File: src/rgbaob_pkg.sv
// ----------------------------------------------------------------------------
// rgbaob_pkg : shared types and constants
// widths, pixel structs and divider cell state for the over compositor
// ----------------------------------------------------------------------------
package rgbaob_pkg;

    localparam int unsigned CH_W      = 8;
    localparam int unsigned W16       = 16;
    localparam int unsigned DIV_STEPS = 16;
    localparam int unsigned PROD_W    = CH_W + W16;
    localparam int unsigned IN_W      = 8 * CH_W;
    localparam int unsigned OUT_W     = 4 * CH_W;

    localparam logic [W16-1:0]    FULL16 = 16'hFFFF;
    localparam logic [PROD_W-1:0] HALF16 = 24'h008000;
    localparam logic [16:0]       HALF8  = 17'd128;

    // one input pixel pair
    typedef struct packed {
        logic [CH_W-1:0] over_alpha;
        logic [CH_W-1:0] over_blue;
        logic [CH_W-1:0] over_green;
        logic [CH_W-1:0] over_red;
        logic [CH_W-1:0] base_alpha;
        logic [CH_W-1:0] base_blue;
        logic [CH_W-1:0] base_green;
        logic [CH_W-1:0] base_red;
    } t_pixel;

    // one result pixel
    typedef struct packed {
        logic [CH_W-1:0] out_alpha;
        logic [CH_W-1:0] out_blue;
        logic [CH_W-1:0] out_green;
        logic [CH_W-1:0] out_red;
    } t_result;

    // colour channels carried alongside the divider
    typedef struct packed {
        logic [CH_W-1:0] base_red;
        logic [CH_W-1:0] base_green;
        logic [CH_W-1:0] base_blue;
        logic [CH_W-1:0] over_red;
        logic [CH_W-1:0] over_green;
        logic [CH_W-1:0] over_blue;
    } t_color;

    // side data that rides along the cell chain
    typedef struct packed {
        t_color          color;
        logic [CH_W-1:0] alpha;
        logic            zero;
    } t_side;

    // partial remainder, shifting dividend/quotient and divisor of one cell
    typedef struct packed {
        logic [W16-1:0] rem;
        logic [W16-1:0] shift;
        logic [W16-1:0] divisor;
    } t_div;

endpackage

File: src/rgbaob_div_cell.sv
// ----------------------------------------------------------------------------
// rgbaob_div_cell : one restoring division step
// shifts in one dividend bit, compares and subtracts, emits one quotient bit
// ----------------------------------------------------------------------------
module rgbaob_div_cell (
    input  logic                  i_clk,
    input  logic                  i_rst_n,
    input  logic                  i_ce,
    input  logic                  i_valid,
    input  rgbaob_pkg::t_div      i_div,
    input  rgbaob_pkg::t_side     i_side,
    output logic                  o_valid,
    output rgbaob_pkg::t_div      o_div,
    output rgbaob_pkg::t_side     o_side
);

    logic                  r_valid;
    rgbaob_pkg::t_div      r_div;
    rgbaob_pkg::t_side     r_side;

    logic [16:0]           n_trial;
    logic [16:0]           n_diff;
    logic                  n_ge;
    rgbaob_pkg::t_div      n_div;

    // compare and subtract against the divisor
    always_comb begin
        n_trial       = {i_div.rem, i_div.shift[15]};
        n_diff        = n_trial - {1'b0, i_div.divisor};
        n_ge          = (n_trial >= {1'b0, i_div.divisor});
        n_div.rem     = n_ge ? n_diff[15:0] : n_trial[15:0];
        n_div.shift   = {i_div.shift[14:0], n_ge};
        n_div.divisor = i_div.divisor;
    end

    always_ff @(posedge i_clk) begin
        if (!i_rst_n) begin
            r_valid <= 1'b0;
        end else if (i_ce) begin
            r_valid <= i_valid;
        end
    end

    always_ff @(posedge i_clk) begin
        if (i_ce) begin
            r_div  <= n_div;
            r_side <= i_side;
        end
    end

    assign o_valid = r_valid;
    assign o_div   = r_div;
    assign o_side  = r_side;

endmodule

File: config.mk
export PLATFORM = sky130hd
export DESIGN_NAME = rgbaob_div_cell
export DESIGN_NICKNAME = d
export VERILOG_FILES = /design/src/rgbaob_pkg.sv /design/src/rgbaob_div_cell.sv
export SDC_FILE = /design/constraint.sdc
export NUM_CORES = 1
export LEC_CHECK = 0
export BUFFER_PORTS_ARGS = -buffer_cell sky130_fd_sc_hd__buf_2
export CAP_MARGIN = 20
export CORE_MARGIN = 3
export CORE_UTILIZATION = 49
export DETAILED_ROUTE_END_ITERATION = 10
export PLACE_DENSITY = 0.85
export SYNTH_ARGS = -nofsm -noshare
export SYNTH_HDL_FRONTEND = slang
export SYNTH_SLANG_ARGS = --single-unit
File: constraint.sdc
create_clock -name i_clk -period 5.33 [get_ports i_clk]
set_input_delay 0.533 -clock i_clk [delete_from_list [all_inputs] [get_ports i_clk]]
set_output_delay 0.533 -clock i_clk [all_outputs]
set_load 0.005 [all_outputs]
==> metrics.yaml <==
gp_congestion: 0.8576
h-tree-depth: 3
nFillCells: 603
power.density_nw_per_um2: 309.9
synth-seq-cells: 106
hold_viol_final: 0
drt_iter0_drc: 120
postCtsHoldBufs: 0
min_path_type: "in2reg"
clkLatencyLatePin_ns: 0.35
initial_utilization_pct: 51.75
cp_top_family: "compound AO/OA/AOI/OAI gates"
dpl-instance-area_um2: 5532
async_reset_ff_share_pct: 0
avgSynthCellArea_um2: 16.78
dpl.hpwl_mm: 8.716
grtUsageTotal_pct: 21.27
slew_headroom_pct: 51.70
setup_viol: 0
port_buffers: 214
ios: 215
finish.utilization_pct: 67.49
place_worst_setup_slack_ns: 2.406
maxCapViolCount: 0
hold_ws_ns: 0.3384
area_growth_pct: 30.42
worst_slew_pin_slew_ns: 0.7245
grt_pass1_vias: 3103
syn_inst: 261
total_power_mw: 1.771
antenna_found_initial: 0
die-area_um2: 10110
dr_total_vias: 3064
path_class: "in2reg"
synth.distinct_cells: 47
final_cells: 591
grt_max_degree: 59
arrival_ns: 2.68
layout_setup_ws_ns: 2.760
clock-root-buffer: "clkbuf_8"
vdd_ir_drop_max_mv: 0.1389
dr.pass1.iters: 4
diodes: 0
design_area_um2: 5713
synth_ff_type: "edfxtp_1"
tns_ns: 0
clockBufferDepth: 2
cts_setup_buffers: 0
die_y_um: 100.6
start_kind: "input port"
fin_crit_sh_pct: 48.21
slowest_delay_ns: 0.41
crit_chain: "buf_2 -> inv_1 -> ha_1 -> a21oi_2 -> o21ai_1 -> a221o_1 -> a21boi_4 -> and2_4 -> inv_4 -> mux2_4"
power.leakage_nw: 2.592
fmax_mhz: 389.2
wire_per_inst_um: 18.59
via_per_inst: 5.184
rows: 33
wl_mm: 10.98
drive_gt1_share_pct: 50.62
status: "finished clean"
skew_ns: 0
netlist_area_um2: 4380
required_ns: 5.44
die_w_um: 100.6
detail-route-antenna-nets: 0
path_clk_slew_ns: 0.11
grt_pass1_wl_mm: 16.20
rsz0062_at_grt: "no"
crit_slowest_cell: "a221o_1"
tritoncts: "yes"
ys_warn_count: 0
synth_nets: 387
synth_seq_area_share_pct: 72.44
drc: 0
numCtsBuffers: 9
core_area_um2: 8464
cp_max_fo: 11
post-place-cells: 576
cp_num_buf_inv: 3
crit_path_end_kind: "flop"
cts.sinks: 106
fin_crit_ns: 2.570
nets: 608
synth_edf_count: 105
grt-ovfl-total: 0
final_max_slew_viol_count: 0
cts_resized: 0
==> cells by family (layout without fill, tap and decap cells) <==
kind of cell,Yosys count,in the layout,share of synthesized area [%]
DFF,106,106,72.44
AOI/OAI and AO/OA,52,52,9.226
and+or+nand+nor,41,41,4.884
buffers and inverters,25,250,3.170
adders and majority gates,17,17,5.027
muxes,11,11,3.456
xor gates and xnor gates,9,9,1.799
==> flip-flops by register name (all words and copies together), names as in the netlist <==
signal and cells:
o_side 57, o_valid 1, o_div 48
==> worst paths after layout <==
| path | cells past startpoint | slack, ns | start | end |
|---|---|---|---|---|
| max | 10 | 2.76 | i_div[8] | o_div[40]$_DFFE_PP_ |
| min | 1 | 0.34 | i_side[40] | o_side[40]$_DFFE_PP_ |
| max reg2reg | 2 | 4.71 | o_valid$_SDFFE_PN0P_ | o_valid$_SDFFE_PN0P_ |
| min reg2reg | 2 | 0.55 | o_valid$_SDFFE_PN0P_ | o_valid$_SDFFE_PN0P_ |
==> power breakdown <==
group / internal (mW) / switching (mW) / leakage, nW
combinational: 0.144 / 0.150 / 1.46
clock: 0.179 / 0.277 / 0.0941
sequential: 1.00 / 0.0176 / 1.04
total: 1.33 / 0.445 / 2.59
==> layer usage <==
| metal | up-vias | global-route usage, % | share of wire (%) |
|---|---|---|---|
| li1 | 1447 | - | - |
| met1 | 1446 | 22.92 | 35 |
| met2 | 143 | 38.79 | 53 |
| met3 | 28 | 6.644 | 8.8 |
| met4 | 0 | 8.187 | 3.0 |
| met5 | - | 0 | 0 |
==> synth_stat cells (3+ instances only) <==
library cell | number | share of area [%]
o21a_1 | 6 | 1.0
a211o_1 | 3 | 0.60
ha_1 | 16 | 4.6
nor2_1 | 12 | 1.0
mux2_4 | 8 | 2.7
o31ai_1 | 5 | 0.86
xnor2_1 | 5 | 1.0
o21ai_0 | 9 | 1.0
xor2_1 | 4 | 0.80
nand2_1 | 5 | 0.43
inv_1 | 19 | 1.6
a21o_1 | 5 | 0.86
a21boi_0 | 3 | 0.51
a21oi_1 | 3 | 0.34
nor3_1 | 3 | 0.34
a211oi_1 | 3 | 0.51
nand3_1 | 7 | 0.80
edfxtp_1 | 105 | 72
==> layout make-up <==
cell class / count / area (um^2) / share of cell area (%)
Sequential cell: 106 / 3173 / 55.54
Timing Repair Buffer: 215 / 1081 / 18.92
Multi-Input combinational cell: 130 / 1069 / 18.70
Tap cell: 105 / 131.4 / 2.300
Clock buffer: 9 / 123.9 / 2.168
Inverter: 20 / 77.57 / 1.358
Clock inverter: 6 / 57.56 / 1.007
==> cell usage in the layout, fill, tap and decap left out, types with 4 or more instances in the layout <==
cell type / Yosys / routed
nand3_1: 7 / 7
o31ai_1: 5 / 5
o21ai_0: 9 / 9
clkbuf_8: 0 / 9
nand2_1: 5 / 5
a21o_1: 5 / 5
inv_1: 19 / 19
edfxtp_1: 105 / 105
nor2_1: 12 / 12
buf_2: 0 / 213
ha_1: 16 / 16
xor2_1: 4 / 4
mux2_4: 8 / 8
xnor2_1: 5 / 5
o21a_1: 6 / 6
No activity file was read; power rests on OpenSTA's default activity.
