<file path="src/rgbaob_pkg.sv">
// ----------------------------------------------------------------------------
// rgbaob_pkg : shared types and constants
// widths, pixel structs and divider cell state for the over compositor
// ----------------------------------------------------------------------------
package rgbaob_pkg;

    localparam int unsigned CH_W      = 8;
    localparam int unsigned W16       = 16;
    localparam int unsigned DIV_STEPS = 16;
    localparam int unsigned PROD_W    = CH_W + W16;
    localparam int unsigned IN_W      = 8 * CH_W;
    localparam int unsigned OUT_W     = 4 * CH_W;

    localparam logic [W16-1:0]    FULL16 = 16'hFFFF;
    localparam logic [PROD_W-1:0] HALF16 = 24'h008000;
    localparam logic [16:0]       HALF8  = 17'd128;

    // one input pixel pair
    typedef struct packed {
        logic [CH_W-1:0] over_alpha;
        logic [CH_W-1:0] over_blue;
        logic [CH_W-1:0] over_green;
        logic [CH_W-1:0] over_red;
        logic [CH_W-1:0] base_alpha;
        logic [CH_W-1:0] base_blue;
        logic [CH_W-1:0] base_green;
        logic [CH_W-1:0] base_red;
    } t_pixel;

    // one result pixel
    typedef struct packed {
        logic [CH_W-1:0] out_alpha;
        logic [CH_W-1:0] out_blue;
        logic [CH_W-1:0] out_green;
        logic [CH_W-1:0] out_red;
    } t_result;

    // colour channels carried alongside the divider
    typedef struct packed {
        logic [CH_W-1:0] base_red;
        logic [CH_W-1:0] base_green;
        logic [CH_W-1:0] base_blue;
        logic [CH_W-1:0] over_red;
        logic [CH_W-1:0] over_green;
        logic [CH_W-1:0] over_blue;
    } t_color;

    // side data that rides along the cell chain
    typedef struct packed {
        t_color          color;
        logic [CH_W-1:0] alpha;
        logic            zero;
    } t_side;

    // partial remainder, shifting dividend/quotient and divisor of one cell
    typedef struct packed {
        logic [W16-1:0] rem;
        logic [W16-1:0] shift;
        logic [W16-1:0] divisor;
    } t_div;

endpackage

</file>
<file path="src/rgbaob_mix.sv">
// ----------------------------------------------------------------------------
// rgbaob_mix : colour weighting
// registered channel products, then rounded sum and zero-weight override
// ----------------------------------------------------------------------------
module rgbaob_mix (
    input  logic                  i_clk,
    input  logic                  i_rst_n,
    input  logic                  i_ce,
    input  logic                  i_valid,
    input  logic [15:0]           i_nb,
    input  rgbaob_pkg::t_side     i_side,
    output logic                  o_valid,
    output rgbaob_pkg::t_result   o_result
);

    localparam int unsigned PW = rgbaob_pkg::PROD_W;

    logic                  r_valid;
    logic [PW-1:0]         r_pb [3];
    logic [PW-1:0]         r_po [3];
    logic                  r_zero;
    logic [7:0]            r_alpha;

    logic [15:0]           n_no;
    logic [7:0]            n_bc [3];
    logic [7:0]            n_oc [3];
    logic [PW-1:0]         n_sum [3];
    logic [7:0]            n_ch [3];

    // channel selection and overlay weight
    always_comb begin
        n_no    = rgbaob_pkg::FULL16 - i_nb;
        n_bc[0] = i_side.color.base_red;
        n_bc[1] = i_side.color.base_green;
        n_bc[2] = i_side.color.base_blue;
        n_oc[0] = i_side.color.over_red;
        n_oc[1] = i_side.color.over_green;
        n_oc[2] = i_side.color.over_blue;
    end

    always_ff @(posedge i_clk) begin
        if (!i_rst_n) begin
            r_valid <= 1'b0;
        end else if (i_ce) begin
            r_valid <= i_valid;
        end
    end

    // products of each channel with its weight
    always_ff @(posedge i_clk) begin
        if (i_ce) begin
            for (int k = 0; k < 3; k++) begin
                r_pb[k] <= PW'(n_bc[k]) * PW'(i_nb);
                r_po[k] <= PW'(n_oc[k]) * PW'(n_no);
            end
            r_zero  <= i_side.zero;
            r_alpha <= i_side.alpha;
        end
    end

    // rounded weighted sums
    always_comb begin
        for (int k = 0; k < 3; k++) begin
            n_sum[k] = r_pb[k] + r_po[k] + rgbaob_pkg::HALF16;
            n_ch[k]  = r_zero ? 8'h00 : n_sum[k][23:16];
        end
    end

    assign o_valid            = r_valid;
    assign o_result.out_red   = n_ch[0];
    assign o_result.out_green = n_ch[1];
    assign o_result.out_blue  = n_ch[2];
    assign o_result.out_alpha = r_alpha;

endmodule

</file>
<file path="config.mk">
export PLATFORM = sky130hd
export DESIGN_NAME = rgbaob_mix
export DESIGN_NICKNAME = d
export VERILOG_FILES = /design/src/rgbaob_pkg.sv /design/src/rgbaob_mix.sv
export SDC_FILE = /design/constraint.sdc
export NUM_CORES = 2
export LEC_CHECK = 0
export ABC_AREA = 1
export BUFFER_PORTS_ARGS = -buffer_cell sky130_fd_sc_hd__buf_2
export CAP_MARGIN = 0
export CORE_MARGIN = 2
export CORE_UTILIZATION = 59
export CTS_BUF_LIST = sky130_fd_sc_hd__clkbuf_2 sky130_fd_sc_hd__clkbuf_4 sky130_fd_sc_hd__clkbuf_8
export CTS_CLUSTER_DIAMETER = 30
export DETAILED_ROUTE_END_ITERATION = 7
export PLACE_DENSITY = 0.78
export RECOVER_POWER = 25
export SLEW_MARGIN = 20
export SYNTH_ARGS = -nofsm -noshare
export SYNTH_HDL_FRONTEND = slang
export SYNTH_SLANG_ARGS = --single-unit
</file>
<file path="constraint.sdc">
create_clock -name i_clk -period 3.91 [get_ports i_clk]
set_input_delay 0.1955 -clock i_clk [delete_from_list [all_inputs] [get_ports i_clk]]
set_output_delay 0.1955 -clock i_clk [all_outputs]
set_load 0.01 [all_outputs]
</file>
==> results.sh <==
export IMPL_grt_pass1_vias=31294
export IMPL_antenna_found_initial=5
export IMPL_leakagePower_nw=24.3
export IMPL_period_minus_slack_ns=3.82
export IMPL_postCtsSetupBuffers=0
export IMPL_place_ws_ns=-0.509
export IMPL_dpl_cell_count=5915
export IMPL_regToRegEndpoint="o_valid"
export IMPL_grt_max_degree=93
export IMPL_final_cell_area_sq_um=40800
export IMPL_dpl_hpwl_mm=77.1
export IMPL_clock_path_buffers=2
export IMPL_io_buffers=109
export IMPL_syn_nets=5668
export IMPL_p_per_area_nw_per_um2=757
export IMPL_drtIter0Drc=2024
export IMPL_min_delay_start="i_side[41]"
export IMPL_grt_overflow=0
export IMPL_routed_wl_mm=91.7
export IMPL_finalCritPeriodShare_pct=97.6
export IMPL_status="finished with violations"
export IMPL_critPathRequiredTime_ns=4.23
export IMPL_cp_end_kind="flip-flop"
export IMPL_grt_setup_unrepaired="yes"
export IMPL_violations="design-rule violations, max-capacitance violations, max-slew violations"
export IMPL_m1WireLength_mm=38.3
export IMPL_cts_tree="done"
export IMPL_critPathArrivalTime_ns=4.14
export IMPL_gr_usage_all_layers_pct=31.7
export IMPL_path_clk_slew_ns=0.09
export IMPL_synth_distinct_cells=38
export IMPL_setup_ws_ns=0.0932
export IMPL_place_area_sq_um=40100
export IMPL_grt_pass1_wl_mm=152
export IMPL_synthArstFlopShare_pct=0
export IMPL_top_layer_used="met5"
export IMPL_relSlewSlack_pct=-112
export IMPL_hold_depth=3
export IMPL_gp_congestion=0.955
export IMPL_hold_class="in -> reg"
export IMPL_crit_path_max_fanout=26
export IMPL_io_pins=110
export IMPL_die_area_sq_um=60900
export IMPL_yosysSeqAreaShare_pct=13.3
export IMPL_ys_seq_elements=154
export IMPL_synth_top_cell_area_share_pct=29.0
export IMPL_htree_levels=4
export IMPL_dr_wl_met2_mm=43.5
export IMPL_worst_pin_slew_ns=3.18
export IMPL_die_h_um=247
export IMPL_drt_vias_per_instance=5.13
export IMPL_root_buffer="clkbuf_8"
export IMPL_crit_type="in -> reg"
export IMPL_drcViolationCount=1
export IMPL_syn_area_sq_um=34800
export IMPL_synth_area_leader_cell="fa_1"
export IMPL_ant_nets=0
export IMPL_met3WireLength_mm=6.67
export IMPL_stdcell_count=5958
export IMPL_yosysWarnings=0
export IMPL_clk_latency_ns=0.56
export IMPL_fin_worst_skew_ns=0
export IMPL_maxCapViolCount=1
export IMPL_core_area_sq_um=58700
export IMPL_first_pass_iters=8
export IMPL_initial_core_util_pct=59.3
export IMPL_synth_edf_count=153
export IMPL_avgRoutedWirePerCell_um=15.4
export IMPL_synth_main_ff_cell="edfxtp_1"
export IMPL_worstHoldEndpoint="r_pb[0][24]"
export IMPL_irDropWorstVdd_mv=0.548
export IMPL_synth_area_per_cell_sq_um=7.41
export IMPL_via_count=30587
export IMPL_rows=89
export IMPL_cts_sinks=154
export IMPL_setup_viol=0
export IMPL_fp_dieW_um=247
export IMPL_cp_start_kind="primary input"
export IMPL_final_max_slew_viol_count=64
export IMPL_nNetsFinal=6146
export IMPL_drive_gt1_share_pct=14.5
export IMPL_yosys_top_cells_area="fa_1 (29%), ha_1 (14%), edfxtp_1 (13%), inv_1 (13%), nand2_1 (12%)"
export IMPL_fmax_ghz=0.262
export IMPL_cts_buffers=17
export IMPL_rrSetupSlack_ns=2.69
export IMPL_r2r_start="o_valid"
export IMPL_synth_cells=4694
export IMPL_r2r_cells=3
export IMPL_area_growth_pct=17.1
export IMPL_finalHoldViolCount=0
==> through the flow <==
stage	setup TNS [ns]	power [mW]	hold slack, ns	util (%)
floorplan	0	19.8	0.289	-
detailed placement	-33.44	28.9	0.374	68.4
CTS	0	30.6	0.100	69.3
global placement	-28.36	28.5	0.373	68.4
global route	-0.0332	34.3	0.171	69.4
finish	0	30.8	0.179	69.4
==> cells in the final DEF, fill, tap and decap left out, types with 67 or more instances in the layout <==
master and count:
a21oi_1 148, buf_2 104, buf_4 454, edfxtp_1 153
fa_1 503, ha_1 380, inv_1 1205, nand2_1 1086
nand3_1 137, nor2_1 516, xor2_1 67
==> report_power, final <==
part           switching (mW)  internal [mW]  total, mW
registers               0.376           3.21       3.59
clock network           0.701          0.704       1.40
logic                    14.7           11.1       25.8
==> Yosys cell counts (all sizes together) (7+ instances only) <==
master and number:
a21o 12, nand2 1122, buf 25, o21bai 23, inv 1209, nand4 48, o21a 11, nor2 553
xnor2 25, nand3 139, a21oi 169, fa 504, edfxtp 153, o21ai 63, xor2 67, and2 7
clkbuf 130, ha 393, nor3 24
==> flip-flops by register name (all words and copies together), names as in the netlist <==
| register | cells |
|---|---|
| r_pb | 72 |
| r_alpha | 8 |
| r_po | 72 |
| o_valid | 1 |
| r_zero | 1 |
==> how the worst max path moves through the flow <==
stage | start | to | slack (ns) | cells after the start
after floorplan | i_side[54] | r_pb[0][18] | 0.0002 | 17
after global placement | i_nb[1] | r_po[0][67] | -0.43 | 20
after detailed placement | i_nb[1] | r_po[0][67] | -0.51 | 20
after CTS | i_nb[1] | r_po[0][21] | 0.11 | 20
after global routing | i_nb[10] | r_pb[0][42] | -0.03 | 20
final | i_nb[10] | r_pb[0][42] | 0.09 | 20
==> per-layer routing <==
| metal | global-route usage [%] | up-vias |
|---|---|---|
| met2 | 53.5 | 992 |
| met3 | 6.08 | 203 |
| met4 | 11.5 | 4 |
| met5 | 0 | - |
| met1 | 40.7 | 14532 |
| li1 | - | 14856 |
==> worst max-delay path: stages <==
cell and delay [ns]:
buf_2 0.11, buf_12 0.16, nand2_1 0.09, inv_1 0.06, fa_1 0.52, fa_1 0.54, fa_1 0.50, inv_1 0.05
fa_1 0.48, inv_1 0.05, ha_1 0.30, buf_4 0.15, nand2_1 0.12, nor2_1 0.07, nor2_1 0.14, inv_1 0.08
nand2_1 0.06, nand3_1 0.08, xor2_1 0.18, buf_4 0.16
==> timing repair <==
item	in CTS	in global routing
hold buffers	11	0
endpoints found under the hold margin	10	0
endpoints found under the setup margin	0	31
gates resized for setup	0	27
==> area by class of cell <==
type	instances	area (sq um)
Antenna cell	2	5.00
Clock buffer	18	241
Clock inverter	12	189
Fill cell	4773	17900
Inverter	1210	4550
Multi-Input combinational cell	3175	25400
Sequential cell	154	4610
Tap cell	773	967
Timing Repair Buffer	614	4810
==> kinds of logic after synthesis <==
logic type                 synth area share (%)
buffers and inverters                      14.7
xor gates and xnor gates                   2.32
DFF                                        13.3
adders and majority gates                  43.1
AOI/OAI and AO/OA                          4.55
and+or+nand+nor                            22.0
No activity file was read; power rests on OpenSTA's default activity.
