--- src/rgbaob_pkg.sv ---
// ----------------------------------------------------------------------------
// rgbaob_pkg : shared types and constants
// widths, pixel structs and divider cell state for the over compositor
// ----------------------------------------------------------------------------
package rgbaob_pkg;

    localparam int unsigned CH_W      = 8;
    localparam int unsigned W16       = 16;
    localparam int unsigned DIV_STEPS = 16;
    localparam int unsigned PROD_W    = CH_W + W16;
    localparam int unsigned IN_W      = 8 * CH_W;
    localparam int unsigned OUT_W     = 4 * CH_W;

    localparam logic [W16-1:0]    FULL16 = 16'hFFFF;
    localparam logic [PROD_W-1:0] HALF16 = 24'h008000;
    localparam logic [16:0]       HALF8  = 17'd128;

    // one input pixel pair
    typedef struct packed {
        logic [CH_W-1:0] over_alpha;
        logic [CH_W-1:0] over_blue;
        logic [CH_W-1:0] over_green;
        logic [CH_W-1:0] over_red;
        logic [CH_W-1:0] base_alpha;
        logic [CH_W-1:0] base_blue;
        logic [CH_W-1:0] base_green;
        logic [CH_W-1:0] base_red;
    } t_pixel;

    // one result pixel
    typedef struct packed {
        logic [CH_W-1:0] out_alpha;
        logic [CH_W-1:0] out_blue;
        logic [CH_W-1:0] out_green;
        logic [CH_W-1:0] out_red;
    } t_result;

    // colour channels carried alongside the divider
    typedef struct packed {
        logic [CH_W-1:0] base_red;
        logic [CH_W-1:0] base_green;
        logic [CH_W-1:0] base_blue;
        logic [CH_W-1:0] over_red;
        logic [CH_W-1:0] over_green;
        logic [CH_W-1:0] over_blue;
    } t_color;

    // side data that rides along the cell chain
    typedef struct packed {
        t_color          color;
        logic [CH_W-1:0] alpha;
        logic            zero;
    } t_side;

    // partial remainder, shifting dividend/quotient and divisor of one cell
    typedef struct packed {
        logic [W16-1:0] rem;
        logic [W16-1:0] shift;
        logic [W16-1:0] divisor;
    } t_div;

endpackage

--- src/rgbaob_prep.sv ---
// ----------------------------------------------------------------------------
// rgbaob_prep : weight and alpha front end
// two stages: weights, then the rounded dividend and the output alpha
// ----------------------------------------------------------------------------
module rgbaob_prep (
    input  logic                  i_clk,
    input  logic                  i_rst_n,
    input  logic                  i_ce,
    input  logic                  i_valid,
    input  rgbaob_pkg::t_pixel    i_pix,
    output logic                  o_valid,
    output rgbaob_pkg::t_div      o_div,
    output rgbaob_pkg::t_side     o_side
);

    logic                  r1_valid;
    logic [15:0]           r1_wb;
    logic [15:0]           r1_sum;
    logic [15:0]           r1_ap;
    logic [7:0]            r1_base_alpha;
    rgbaob_pkg::t_color    r1_color;

    logic [15:0]           n1_wb;
    logic [15:0]           n1_wo;
    logic [15:0]           n1_ap;
    rgbaob_pkg::t_color    n1_color;

    logic                  r2_valid;
    rgbaob_pkg::t_div      r2_div;
    rgbaob_pkg::t_side     r2_side;

    logic [31:0]           n2_num;
    logic [16:0]           n2_ax;
    logic [16:0]           n2_aq;
    rgbaob_pkg::t_div      n2_div;
    rgbaob_pkg::t_side     n2_side;

    // stage 1: base weight, overlay weight and the alpha product
    always_comb begin
        n1_wb = {8'h00, ~i_pix.over_alpha} * {8'h00, i_pix.base_alpha};
        n1_wo = {i_pix.over_alpha, 8'h00} - {8'h00, i_pix.over_alpha};
        n1_ap = {8'h00, i_pix.over_alpha} * {8'h00, ~i_pix.base_alpha};
        n1_color.base_red   = i_pix.base_red;
        n1_color.base_green = i_pix.base_green;
        n1_color.base_blue  = i_pix.base_blue;
        n1_color.over_red   = i_pix.over_red;
        n1_color.over_green = i_pix.over_green;
        n1_color.over_blue  = i_pix.over_blue;
    end

    always_ff @(posedge i_clk) begin
        if (!i_rst_n) begin
            r1_valid <= 1'b0;
        end else if (i_ce) begin
            r1_valid <= i_valid;
        end
    end

    always_ff @(posedge i_clk) begin
        if (i_ce) begin
            r1_wb         <= n1_wb;
            r1_sum        <= n1_wb + n1_wo;
            r1_ap         <= n1_ap;
            r1_base_alpha <= i_pix.base_alpha;
            r1_color      <= n1_color;
        end
    end

    // stage 2: dividend wb*65535 + sum/2, alpha divided by 255
    always_comb begin
        n2_num = {r1_wb, 16'h0000} + {17'd0, r1_sum[15:1]} - {16'h0000, r1_wb};
        n2_ax  = {1'b0, r1_ap} + rgbaob_pkg::HALF8;
        // x/255 as (x + 1 + x/256) / 256, exact over this range
        n2_aq  = n2_ax + 17'd1 + (n2_ax >> 8);
        n2_div.rem     = n2_num[31:16];
        n2_div.shift   = n2_num[15:0];
        n2_div.divisor = r1_sum;
        n2_side.color  = r1_color;
        n2_side.alpha  = r1_base_alpha + n2_aq[15:8];
        n2_side.zero   = (r1_sum == 16'h0000);
    end

    always_ff @(posedge i_clk) begin
        if (!i_rst_n) begin
            r2_valid <= 1'b0;
        end else if (i_ce) begin
            r2_valid <= r1_valid;
        end
    end

    always_ff @(posedge i_clk) begin
        if (i_ce) begin
            r2_div  <= n2_div;
            r2_side <= n2_side;
        end
    end

    assign o_valid = r2_valid;
    assign o_div   = r2_div;
    assign o_side  = r2_side;

endmodule

--- config.mk ---
export PLATFORM = sky130hd
export DESIGN_NAME = rgbaob_prep
export DESIGN_NICKNAME = d
export VERILOG_FILES = /design/src/rgbaob_pkg.sv /design/src/rgbaob_prep.sv
export SDC_FILE = /design/constraint.sdc
export NUM_CORES = 1
export LEC_CHECK = 0
export ABC_CLOCK_PERIOD_IN_PS = 7800
export BUFFER_PORTS_ARGS = -buffer_cell sky130_fd_sc_hd__buf_2
export CORE_ASPECT_RATIO = 1.75
export CORE_MARGIN = 2
export CORE_UTILIZATION = 50
export DETAILED_ROUTE_END_ITERATION = 10
export GPL_TIMING_DRIVEN = 0
export HOLD_SLACK_MARGIN = 0.03
export PLACE_DENSITY = 0.71
export RECOVER_POWER = 50
export SYNTH_ARGS = -nofsm -noshare
export SYNTH_HDL_FRONTEND = slang
export SYNTH_SLANG_ARGS = --single-unit
--- constraint.sdc ---
create_clock -name i_clk -period 7.8 [get_ports i_clk]
set_input_delay 0.39 -clock i_clk [delete_from_list [all_inputs] [get_ports i_clk]]
set_output_delay 0.39 -clock i_clk [all_outputs]
set_load 0.005 [all_outputs]
==> impl_metrics.tcl <==
set metrics [dict create \
    drv_cap 2 \
    port_buffers 173 \
    switching_share_pct 36.8 \
    fin_tns_setup_ns 0 \
    worstMarginPinSlew_ns 3.85 \
    synth_ff_type "edfxtp_1" \
    seq_power_share_pct 32.1 \
    clk_pin_slew_ns 0.07 \
    post_cts_resized 0 \
    fin_skew_ns 0.0256 \
    h-tree-depth 1 \
    post-route-drc-count 0 \
    dpl_cell_area_sq_um 14500 \
    start_util_pct 50.8 \
    grtUsageMet1_pct 18.4 \
    antenna_found_initial 0 \
    dr.pass1.iters 5 \
    crit_fanout 10 \
    status "finished with violations" \
    rsz0062_at_grt "no" \
    pwr-share-comb_pct 50.4 \
    switchingPower_mw 2.12 \
    syn_inst 1073 \
    rows 78 \
    grt-ovfl-total 0 \
    grt_pass1_vias 8685 \
    reg2reg_slack_ns 3.32 \
    hold_buffers 0 \
    p_leak_nw 6.68 \
    ioPinCount 174 \
    busiest_layer "met2" \
    timing_worst_setup_path_type "in -> reg" \
    hold_path_class "in -> reg" \
    yosysWarnings 0 \
    track_usage_pct 18.5 \
    cpPeakStageDelay_ns 0.54 \
    synth_edf_count 209 \
    synth_fp_nets 1346 \
    crit_required_ns 8.03 \
    p_per_area_nw_per_um2 381 \
    synth_seq_area_share_pct 47.9 \
    insertion_delay_ns 0.50 \
    dp_cells 1567 \
    die_w_microns 127 \
    hpwlAfterDp_microns 20100 \
    max_freq_ghz 0.162 \
    use_met2_pct 37.0 \
    whs_ns 0.0581 \
    dr_total_vias 8423 \
    slew_headroom_pct -157 \
    cpMostUsedCell "inv_1" \
    finalSetupViolCount 0 \
    drtAntennaViolNets 0 \
    die_area_sq_um 27700 \
    gp_congestion 0.889 \
    synth_compound_area_share_pct 6.85 \
    synth_top_family_by_area "adder cells" \
    coreArea_sq_um 26000 \
    violations "max-capacitance violations, max-slew violations" \
    grt_max_degree 136 \
    grt_pass1_wl_microns 40800 \
    synth_mux_area_share_pct 0.228 \
    layout-drive-gt1-share_pct 16.4 \
    critPathCaptureType "flip-flop" \
    fin_area_sq_um 15100 \
    postCtsSetupBuffers 0 \
    nets 1542 \
    grt_util_met3_pct 2.22 \
    wl_per_cell_microns 15.9 \
    diodes 0 \
    cts_buffers 20 \
    p_total_mw 5.77 \
    syn_avg_cell_area_sq_um 12.3 \
    synth_adder_area_share_pct 23.7 \
    area_growth_pct 14.9 \
    peakVddDrop_v 0.000185 \
    cts_tree "yes" \
    routed_wl_microns 25500 \
    synthesis.area_sq_um 13200 \
    vias_per_cell 5.25 \
    stdcell_count 1603 \
    synth_simple_gate_area_share_pct 10.5 \
    layout_commonest_cell "edfxtp_1" \
    final_cell_mix "edfxtp_1 (209), inv_1 (161), buf_2 (161)" \
    drtIter0Drc 365 \
    critPathArrivalTime_ns 6.42 \
    clkSinkCount 211 \
    root_buffer "clkbuf_16" \
    startpoint_type "input port" \
    die_h_microns 219 \
    fin_crit_sh_pct 79.3 \
    hold_viol_final 0 \
    pwr-share-clk_pct 17.5 \
    synth_seq_cells 211 \
    synth_async_sr_flop_share_pct 0 \
    slowest_stage "fa_1" \
    clockBufferDepth 3 \
    slew_viol_final 214 \
    ys_types 56 \
    synth_xor_area_share_pct 5.69 \
    period_minus_slack_ns 6.18 \
    power.internal_mw 3.65 \
]
==> worst max-delay path: cells and delay by family <==
family | cells | cell delay [ns]
xor gates and xnor gates | 2 | 0.29
AOI/OAI and AO/OA | 7 | 1.19
and+or+nand+nor | 3 | 0.32
buffers and inverters | 7 | 1.13
adders and majority gates | 7 | 3.07
==> cell type report <==
class	instances	area, sq um
Fill cell	2155	10800
Sequential cell	211	6320
Multi-Input combinational cell	684	6190
Timing Repair Buffer	174	856
Inverter	163	612
Clock buffer	20	500
Tap cell	320	400
Clock inverter	16	211
Buffer	15	56.3
==> path summary, 6_finish.rpt <==
path | startpoint | endpoint | cells past startpoint
setup reg to reg | r1_ap[7]$_DFFE_PP_ | o_side[8]$_DFFE_PP_ | 18
setup / recovery | i_pix[31] | r1_sum[14]$_DFFE_PP_ | 26
hold reg to reg | n2_side[10]$_DFFE_PP_ | o_side[10]$_DFFE_PP_ | 0
hold / removal | i_pix[15] | n2_side[48]$_DFFE_PP_ | 1
==> synth_stat cells, types with 2 or more instances <==
library cell / instances / area [sq um]
and3_1: 4 / 25.0
nand4_1: 2 / 12.5
inv_1: 161 / 604
nor3_1: 14 / 70.1
or4_1: 2 / 15.0
ha_1: 130 / 1630
nor2_1: 82 / 308
dfxtp_1: 2 / 40.0
o211a_1: 2 / 20.0
nor4_1: 10 / 62.6
o211ai_1: 3 / 22.5
o21bai_1: 3 / 22.5
o21ai_0: 20 / 100
edfxtp_1: 209 / 6280
a21oi_1: 37 / 185
nand3_1: 8 / 40.0
o2111ai_1: 3 / 26.3
xnor2_1: 63 / 552
or3_1: 4 / 25.0
a21o_1: 15 / 113
fa_1: 75 / 1500
clkbuf_1: 15 / 56.3
o21a_1: 14 / 105
a31oi_1: 2 / 12.5
a211oi_1: 4 / 30.0
a31o_2: 2 / 17.5
clkinv_1: 2 / 7.51
nand2b_1: 32 / 200
a21boi_0: 5 / 37.5
a2111oi_2: 2 / 30.0
and4_1: 2 / 17.5
nor2b_1: 66 / 413
nand2_1: 31 / 116
a311oi_1: 2 / 17.5
and2_1: 2 / 12.5
mux2i_1: 3 / 30.0
xor2_1: 20 / 175
o41ai_1: 2 / 17.5
==> power by group through the flow <==
stage / clock network (mW) / logic [mW] / registers [mW]
after floorplan: 0 / 2.22 / 1.85
final: 1.01 / 2.91 / 1.85
after global routing: 1.08 / 3.29 / 1.88
after CTS: 1.04 / 2.93 / 1.85
after detailed placement: 0 / 2.91 / 1.87
after global placement: 0 / 2.84 / 1.86
==> per-stage QoR <==
stage | worst slack, ns | utilization (%)
final | 1.62 | 58.3
after global routing | 1.14 | 58.3
after CTS | 1.64 | 58.5
after detailed placement | 1.15 | 55.8
after global placement | 1.19 | 55.6
after floorplan | 2.07 | -
==> registers in the layout, summed over array words and instances, names as in the netlist <==
register,count
r1_wb,16
r1_ap,16
r1_base_alpha,8
r1_valid,1
o_valid,1
o_side,57
o_div,48
r1_sum,16
n2_side,48
==> cell families after synthesis <==
family,after synthesis
adders and majority gates,205
and+or+nand+nor,266
DFF,211
buffers and inverters,178
xor gates and xnor gates,84
AOI/OAI and AO/OA,126
muxes,3
==> routing by layer <==
layer | vias to the layer above | share of wire [%]
met1 | 4069 | 36
met2 | 238 | 55
met4 | 0 | 4.3
met5 | - | 0
li1 | 4045 | -
met3 | 71 | 4.6
Note: power is estimated with default switching activity, not from simulation.
